`src/rtl/pru_pkg.sv`:
```
`timescale 1ns / 1ps
// ----------------------------------------------------------------------------
// Pixel replicate upscaler package
// Shared constants, register indexes, state type and the control and status
// words that pass between the controller and the datapath.
// ----------------------------------------------------------------------------
package pru_pkg;

    // Line store and scale limits
    localparam int MAX_WIDTH = 1024;
    localparam int MAX_SCALE = 16;

    // Field widths
    localparam int SCALE_W = 5;
    localparam int WIDTH_W = 11;
    localparam int COL_W   = $clog2(MAX_WIDTH);
    localparam int RCOL_W  = COL_W + 1;
    localparam int REP_W   = (MAX_SCALE > 1) ? $clog2(MAX_SCALE) : 1;
    localparam int PAD_W   = 2;
    localparam int PIX_W   = 24;

    // Configuration register indexes
    localparam logic REG_SCALE    = 1'b0;
    localparam logic REG_IN_WIDTH = 1'b1;

    // Operation codes
    localparam logic OP_LOAD    = 1'b0;
    localparam logic OP_REQUEST = 1'b1;

    // Result kinds
    localparam logic KIND_PIXEL = 1'b0;
    localparam logic KIND_PAD   = 1'b1;

    typedef enum logic {
        ST_IDLE,
        ST_DRAIN
    } state_t;

    // Datapath status seen by the controller
    typedef struct packed {
        logic load_last;   // this load fills the last column
        logic px_phase;    // still sending pixels of the row
        logic rep_last;    // last copy of the current pixel
        logic col_last;    // current pixel is the last one of the row
        logic pad_zero;    // the row needs no padding bytes
        logic pad_last;    // this padding byte ends the row
        logic rows_last;   // this row ends the block
    } status_t;

    // Controller commands to the datapath
    typedef struct packed {
        logic wr_pixel;    // write the loaded word to the line store
        logic load_inc;    // advance the load column
        logic drain_start; // clear all counters and begin a drain
        logic emit;        // read the store and send one word
        logic kind;        // pixel or padding word
        logic rep_inc;     // advance the copy count
        logic col_inc;     // move to the next stored pixel
        logic pad_inc;     // advance the padding count
        logic row_done;    // row complete: rewind the row counters
        logic row_inc;     // advance the row repeat count
        logic block_done;  // block complete: rewind the row repeat count and the load column
    } command_t;

endpackage

```
`src/rtl/pru_ctrl.sv`:
```
`timescale 1ns / 1ps
// ----------------------------------------------------------------------------
// Pixel replicate upscaler controller
// Load/drain state machine; turns accepted words and datapath status into
// commands for the datapath.
// ----------------------------------------------------------------------------
module pru_ctrl import pru_pkg::*; (
    input  logic     clk,
    input  logic     rst_n,
    input  logic     accept,
    input  logic     op,
    input  status_t  status,
    output command_t cmd
);

    state_t state_reg;
    state_t state_next;
    logic   load_word;
    logic   req_word;
    logic   row_end;

    assign load_word = accept && (op == OP_LOAD);
    assign req_word  = accept && (op == OP_REQUEST);

    // Hold the state
    always_ff @(posedge clk or negedge rst_n)
    begin
        if (!rst_n)
        begin
            state_reg <= ST_IDLE;
        end
        else
        begin
            state_reg <= state_next;
        end
    end

    // Work out when a row ends
    always_comb
    begin
        row_end = 1'b0;
        if (status.px_phase)
        begin
            row_end = status.rep_last && status.col_last && status.pad_zero;
        end
        else
        begin
            row_end = status.pad_last;
        end
    end

    // Next state
    always_comb
    begin
        state_next = state_reg;
        case (state_reg)
            ST_IDLE:
            begin
                if (load_word && status.load_last)
                begin
                    state_next = ST_DRAIN;
                end
            end
            ST_DRAIN:
            begin
                if (req_word && row_end && status.rows_last)
                begin
                    state_next = ST_IDLE;
                end
            end
            default:
            begin
                state_next = ST_IDLE;
            end
        endcase
    end

    // Commands
    always_comb
    begin
        cmd = '0;
        case (state_reg)
            ST_IDLE:
            begin
                // Store the pixel; requests while idle are dropped
                if (load_word)
                begin
                    cmd.wr_pixel = 1'b1;
                    if (status.load_last)
                    begin
                        cmd.drain_start = 1'b1;
                    end
                    else
                    begin
                        cmd.load_inc = 1'b1;
                    end
                end
            end
            ST_DRAIN:
            begin
                // Loads during a drain are dropped
                if (req_word)
                begin
                    cmd.emit = 1'b1;
                    if (status.px_phase)
                    begin
                        cmd.kind = KIND_PIXEL;
                        if (status.rep_last)
                        begin
                            cmd.col_inc = 1'b1;
                        end
                        else
                        begin
                            cmd.rep_inc = 1'b1;
                        end
                    end
                    else
                    begin
                        cmd.kind = KIND_PAD;
                        if (!status.pad_last)
                        begin
                            cmd.pad_inc = 1'b1;
                        end
                    end
                    if (row_end)
                    begin
                        cmd.row_done = 1'b1;
                        if (status.rows_last)
                        begin
                            cmd.block_done = 1'b1;
                        end
                        else
                        begin
                            cmd.row_inc = 1'b1;
                        end
                    end
                end
            end
            default:
            begin
                cmd = '0;
            end
        endcase
    end

endmodule

```
`config.mk`:
```
export PLATFORM = sky130hd
export DESIGN_NAME = pru_ctrl
export DESIGN_NICKNAME = d
export VERILOG_FILES = /design/src/rtl/pru_pkg.sv /design/src/rtl/pru_ctrl.sv
export SDC_FILE = /design/constraint.sdc
export NUM_CORES = 1
export LEC_CHECK = 0
export ABC_AREA = 1
export CAP_MARGIN = 20
export CORE_AREA = 2 2 39 41
export CTS_CLUSTER_DIAMETER = 150
export DETAILED_ROUTE_END_ITERATION = 12
export DIE_AREA = 0 0 41 43
export DONT_BUFFER_PORTS = 1
export GPL_TIMING_DRIVEN = 0
export SLEW_MARGIN = 20
export SYNTH_ARGS = -nofsm -noshare
export SYNTH_HDL_FRONTEND = slang
export SYNTH_SLANG_ARGS = --single-unit
```
`constraint.sdc`:
```
create_clock -name clk -period 1 [get_ports clk]
set_input_delay 0.05 -clock clk [delete_from_list [all_inputs] [get_ports clk]]
set_output_delay 0.05 -clock clk [all_outputs]
set_load 0.01 [all_outputs]
```
==> results.toml, run 1 <==
[power_and_ir_drop]
peakVddDrop_v = 0.000467
p_leak_nw = 0.0930
power_density_nw_per_um2 = 861
p_total_mw = 0.194

[yosys]
synth_most_common_cell = "nand2_1"
synth.ff_latch_count = 1
yosys_most_used_dff = "dfrtp_1"
synth_top_cell_area_share = 0.165
synth_mux_area_frac = 0
synth_cell_types = 12
async_flop_share = 1.00
synth_adder_area_share = 0
yosys.area_share.simple = 0.702
syn_inst = 26
synth_xor_area_frac = 0
yosys-top-cells-area = "dfrtp_1 (17%), nand2_1 (15%), nand3_2 (13%)"
synth_area_per_cell_sq_um = 5.82
synth_top_family_by_area = "simple AND/OR/NAND/NOR gates"
synth-warning-count = 0
syn-cell-area_sq_um = 151
synth_compound_area_frac = 0
synth_edf_count = 0
syn_nets = 37
synth_common_cells = "nand2_1 (6), nor2_1 (5), inv_1 (4)"
seq_area_frac_synth = 0.165
yosys.area.top_type = "dfrtp_1"

[routing]
drt_iter0_markers = 2
ant_nets = 0
dr.pass1.iters = 3
viasPerCell = 4.09
vias = 176
wire_per_inst_um = 10.3
routed_wirelength_um = 442
drc_errors = 0

[setup_path]
path_max_fanout = 4
reg2regPathDepth = 3
critPathBufInv = 1
cp.arrival_ns = 0.90
startpoint_type = "register"
crit_slowest_cell = "dfrtp_2"
r2r_start = "state_reg"
path_class = "reg -> out"
ff2ff_setup_slack_ns = 0.06
critPathRequiredTime_ns = 0.95
critPathLaunch = "state_reg"
crit_path_end_kind = "output pin"
r2r_end = "state_reg"
max_stage_delay_ns = 0.44
path_delay_family = "flip-flops"
crit_chain = "nor3_4 -> nand2_1 -> inv_1"

[cells_and_area]
post-route-util = 0.163
fillers = 166
syn2layout_area_growth_pct = 48.8
largest_reg_flops = 1
finalNetCount = 40
stdcell_count = 43
diodes = 0
drive_above_1_share = 0.296

[die]
die_h_um = 43
top_level_ports = 22
fp-row-count = 14
core_sq_um = 1380
initial_utilization = 0.109
die_area_sq_um = 1760
dieWidth_um = 41

[placed_design]
dp_hpwl_um = 380
io_buffers = 0
gp_congestion = 0.520
place_inst = 42

[sta]
hold_viol_final = 0
fmax_ghz = 1.06
fin_crit_sh = 0.947
relSlewSlack = 0.744
min_period_ns = 0.947
worst_clock_skew_ns = 0
max_slew.worst_pin.slew_ns = 0.382
setup_viol_count_final = 0
drv_slew = 0
rsz0062_at_grt = "yes"

[global_routing]
grt_pass1_wl_um = 579
grt_max_degree = 7
antenna_found_initial = 0
overflow = 0
grt_pass1_vias = 159
grt_usage = 0.0460

[worst_hold_path]
hold_depth = 1
hold_start = "status[0]"
min_to = "cmd[1]"
hp-class = "in -> out"

[clocking]
clk_pin_slew_ns = 0
worstSkewPairLatency_ns = 0

[outcome]
status = "completed"

[job]
maxCapViolCount = 0
## worst max path at each step
stage          endpoint  cells after the start
6_report         cmd[8]                      3
5_1_grt          cmd[8]                      3
4_1_cts          cmd[0]                      4
3_5_place_dp     cmd[0]                      4
3_3_place_gp     cmd[1]                      4
2_1_floorplan    cmd[8]                      3
## stage by stage
stage	setup slack [ns]	setup TNS (ns)	hold WS, ns	instance area [sq um]
floorplan	0.0773	0	-0.246	151
global placement	0.0195	0	-0.246	171
detailed placement	-0.00829	-0.0159	-0.246	171
CTS	-0.0120	-0.0226	0.142	181
global route	-0.00365	-0.00365	0.127	225
finish	0.0530	0	0.124	225
## cell usage in the layout (no fill, tap or decap)
cell	instances
nor2_1	3
nor2_4	2
nand3_4	2
nor3_4	1
clkinv_2	1
nor3_1	1
nor4_2	1
or2_1	1
inv_1	4
nand3_1	2
dlygate4sd3_1	1
nand2_1	6
dfrtp_2	1
nor3b_1	1
## where the power goes
| group | internal [mW] | total (mW) | switching [mW] |
|---|---|---|---|
| registers | 0.0597 | 0.0959 | 0.0362 |
| logic | 0.0374 | 0.0980 | 0.0606 |
| clock network | 0 | 0 | 0 |
| total | 0.0972 | 0.194 | 0.0967 |
## per-layer routing
metal	track usage	part of all wire	vias to the layer above
met5	0	0	-
met4	0	0	0
met3	0	0.10	0
met2	0.0844	0.44	16
met1	0.0605	0.45	73
li1	-	-	87
## layout make-up
cell class                      instances  area [sq um]  area share
Tap cell                               16          20.0      0.0889
Inverter                                5          20.0      0.0889
Multi-Input combinational cell         20           149       0.661
Sequential cell                         1          26.3       0.117
Timing Repair Buffer                    1          10.0      0.0444
## cell families after synthesis
| group | Yosys count |
|---|---|
| buf+inv | 5 |
| simple gates | 20 |
| flops | 1 |
## worst reg2reg max path, stage by stage (launching register included)
cell and delay, ns:
dfrtp_2 0.44, nor3_4 0.26, nand2_1 0.10, nand2_1 0.07
## repair_timing
action / in CTS / in global routing
resized for setup: 0 / 9
hold buffers: 1 / 0
pin swaps: 0 / 0
endpoints found under the setup margin: 2 / 8
buffers inserted: 0 / 0
cloned: 0 / 0
hold endpoints to repair: 1 / 0
Note: power is estimated with default switching activity, not from simulation.
==> inputs of run 2 (changes only) <==
ABC_AREA = 0   (was 1)
CTS_BUF_LIST = sky130_fd_sc_hd__clkbuf_8   (was default)
SETUP_SLACK_MARGIN = 0.5   (was default)
==> results.toml, run 2 <==
[global_routing]
grt_pass1_vias = 120
grt_pass1_wl_um = 579
overflow = 0
grt_max_degree = 7
antenna_found_initial = 0
grt_usage = 0.0450

[routing]
vias = 167
ant_nets = 0
wl_met3_um = 60
viasPerCell = 4.28
drt_iter0_markers = 0
met1_length_um = 158
highest-signal-layer = "met3"
wire_per_inst_um = 11.7
drc_errors = 0
dr.pass1.iters = 1
wl_met2_um = 237
routed_wirelength_um = 456

[sta]
drv_slew = 0
min_period_ns = 0.972
worst_clock_skew_ns = 0
fin_crit_sh = 0.972
worst_slack_ns = 0.0276
relSlewSlack = 0.831
fin_setup_tns_ns = 0
setup_viol_count_final = 0
rsz0062_at_grt = "yes"
fmax_ghz = 1.03
hold_viol_final = 0
hold_slack_ns = 0.124
max_slew.worst_pin.slew_ns = 0.254

[yosys]
synth.ff_latch_count = 1
syn-cell-area_sq_um = 148
synth_cell_types = 18
synth_area_per_cell_sq_um = 7.03
synth_top_cell_area_share = 0.169
async_flop_share = 1.00
synth_edf_count = 0
synth-warning-count = 0
seq_area_frac_synth = 0.169
syn_inst = 21
synth_most_common_cell = "nor2_1"
yosys_most_used_dff = "dfrtp_1"
syn_nets = 32
synth_common_cells = "nor2_1 (3), and2_1 (2)"
yosys.area.top_type = "dfrtp_1"
yosys-top-cells-area = "dfrtp_1 (17%), and2_1 (8.5%), nor3b_2 (8.5%)"

[power_and_ir_drop]
power_density_nw_per_um2 = 525
p_leak_nw = 0.0902
p_total_mw = 0.139
peakVddDrop_v = 0.000300

[setup_path]
crit_chain = "nor3b_4 -> and2_1"
crit_slowest_cell = "dfrtp_2"
critPathBufInv = 0
path_class = "reg -> out"
critPathRequiredTime_ns = 0.95
ff2ff_setup_slack_ns = 0.24
crit_path_end_kind = "output pin"
max_stage_delay_ns = 0.42
r2r_end = "state_reg"
r2r_start = "state_reg"
startpoint_type = "register"
cp.arrival_ns = 0.92
reg2regPathDepth = 2
path_max_fanout = 3
path_delay_family = "simple AND/OR/NAND/NOR gates"

[cells_and_area]
drive_above_1_share = 0.652
final_area_sq_um = 264
diodes = 0
finalNetCount = 36
largest_reg_flops = 1
mostFrequentLayoutCell = "nor2_4"
post-route-util = 0.191
stdcell_count = 39
syn2layout_area_growth_pct = 78.8

[die]
die_area_sq_um = 1760
dieWidth_um = 41
core_sq_um = 1380
initial_utilization = 0.107
top_level_ports = 22
fp-row-count = 14
die_h_um = 43

[worst_hold_path]
hold_depth = 1
hold_start = "status[6]"
hp-class = "in -> out"
min_to = "cmd[9]"

[placed_design]
place_area_sq_um = 200
gp_congestion = 0.594
dp_hpwl_um = 393
pre_cts_ws_ns = 0.00746
place_inst = 37
io_buffers = 0

[outcome]
status = "completed"

[clocking]
worstSkewPairLatency_ns = 0
clk_pin_slew_ns = 0

[job]
maxCapViolCount = 0
[run 2: routing by layer]
layer / GRT usage / up-vias
met5: 0 / -
met4: 0 / 0
met3: 0.0105 / 0
met2: 0.0781 / 13
met1: 0.0573 / 72
li1: - / 82
[run 2: final cells by class]
type                    count  area (sq um)
flip-flops and latches      1          26.3
multi-input cells          18           186
well taps                  16          20.0
repair buffers              2          21.3
fillers                   156          1120
inverters                   2          10.0
[run 2: timing repair]
action                                  in CTS  in global routing
endpoints found under the setup margin      12                 12
gates resized for setup                     10                  1
hold endpoints to repair                     1                  0
pin swaps                                    3                  1
hold buffers                                 1                  0
buffers inserted                             1                  0
[run 2: how the worst max path moves through the flow]
stage / from / endpoint / slack, ns / cells after the start
after detailed placement: state_reg / cmd[1] / 0.007 / 3
after global placement: state_reg / cmd[1] / 0.02 / 3
after CTS: state_reg / cmd[8] / 0.04 / 2
final: state_reg / cmd[8] / 0.03 / 2
after floorplan: state_reg / cmd[9] / 0.07 / 2
after global routing: state_reg / cmd[8] / 0.006 / 2
[run 2: logic make-up after synthesis]
family / synth area share
AO/OA/AOI/OAI: 0.136
buffers and inverters: 0.0508
flip-flops: 0.169
AND/OR/NAND/NOR: 0.644
[run 2: where the power goes]
part           switching (mW)  leakage (nW)  internal (mW)  total [mW]
Sequential             0.0123       0.00974         0.0492      0.0615
Clock                       0             0              0           0
Combinational          0.0399        0.0805         0.0372      0.0771
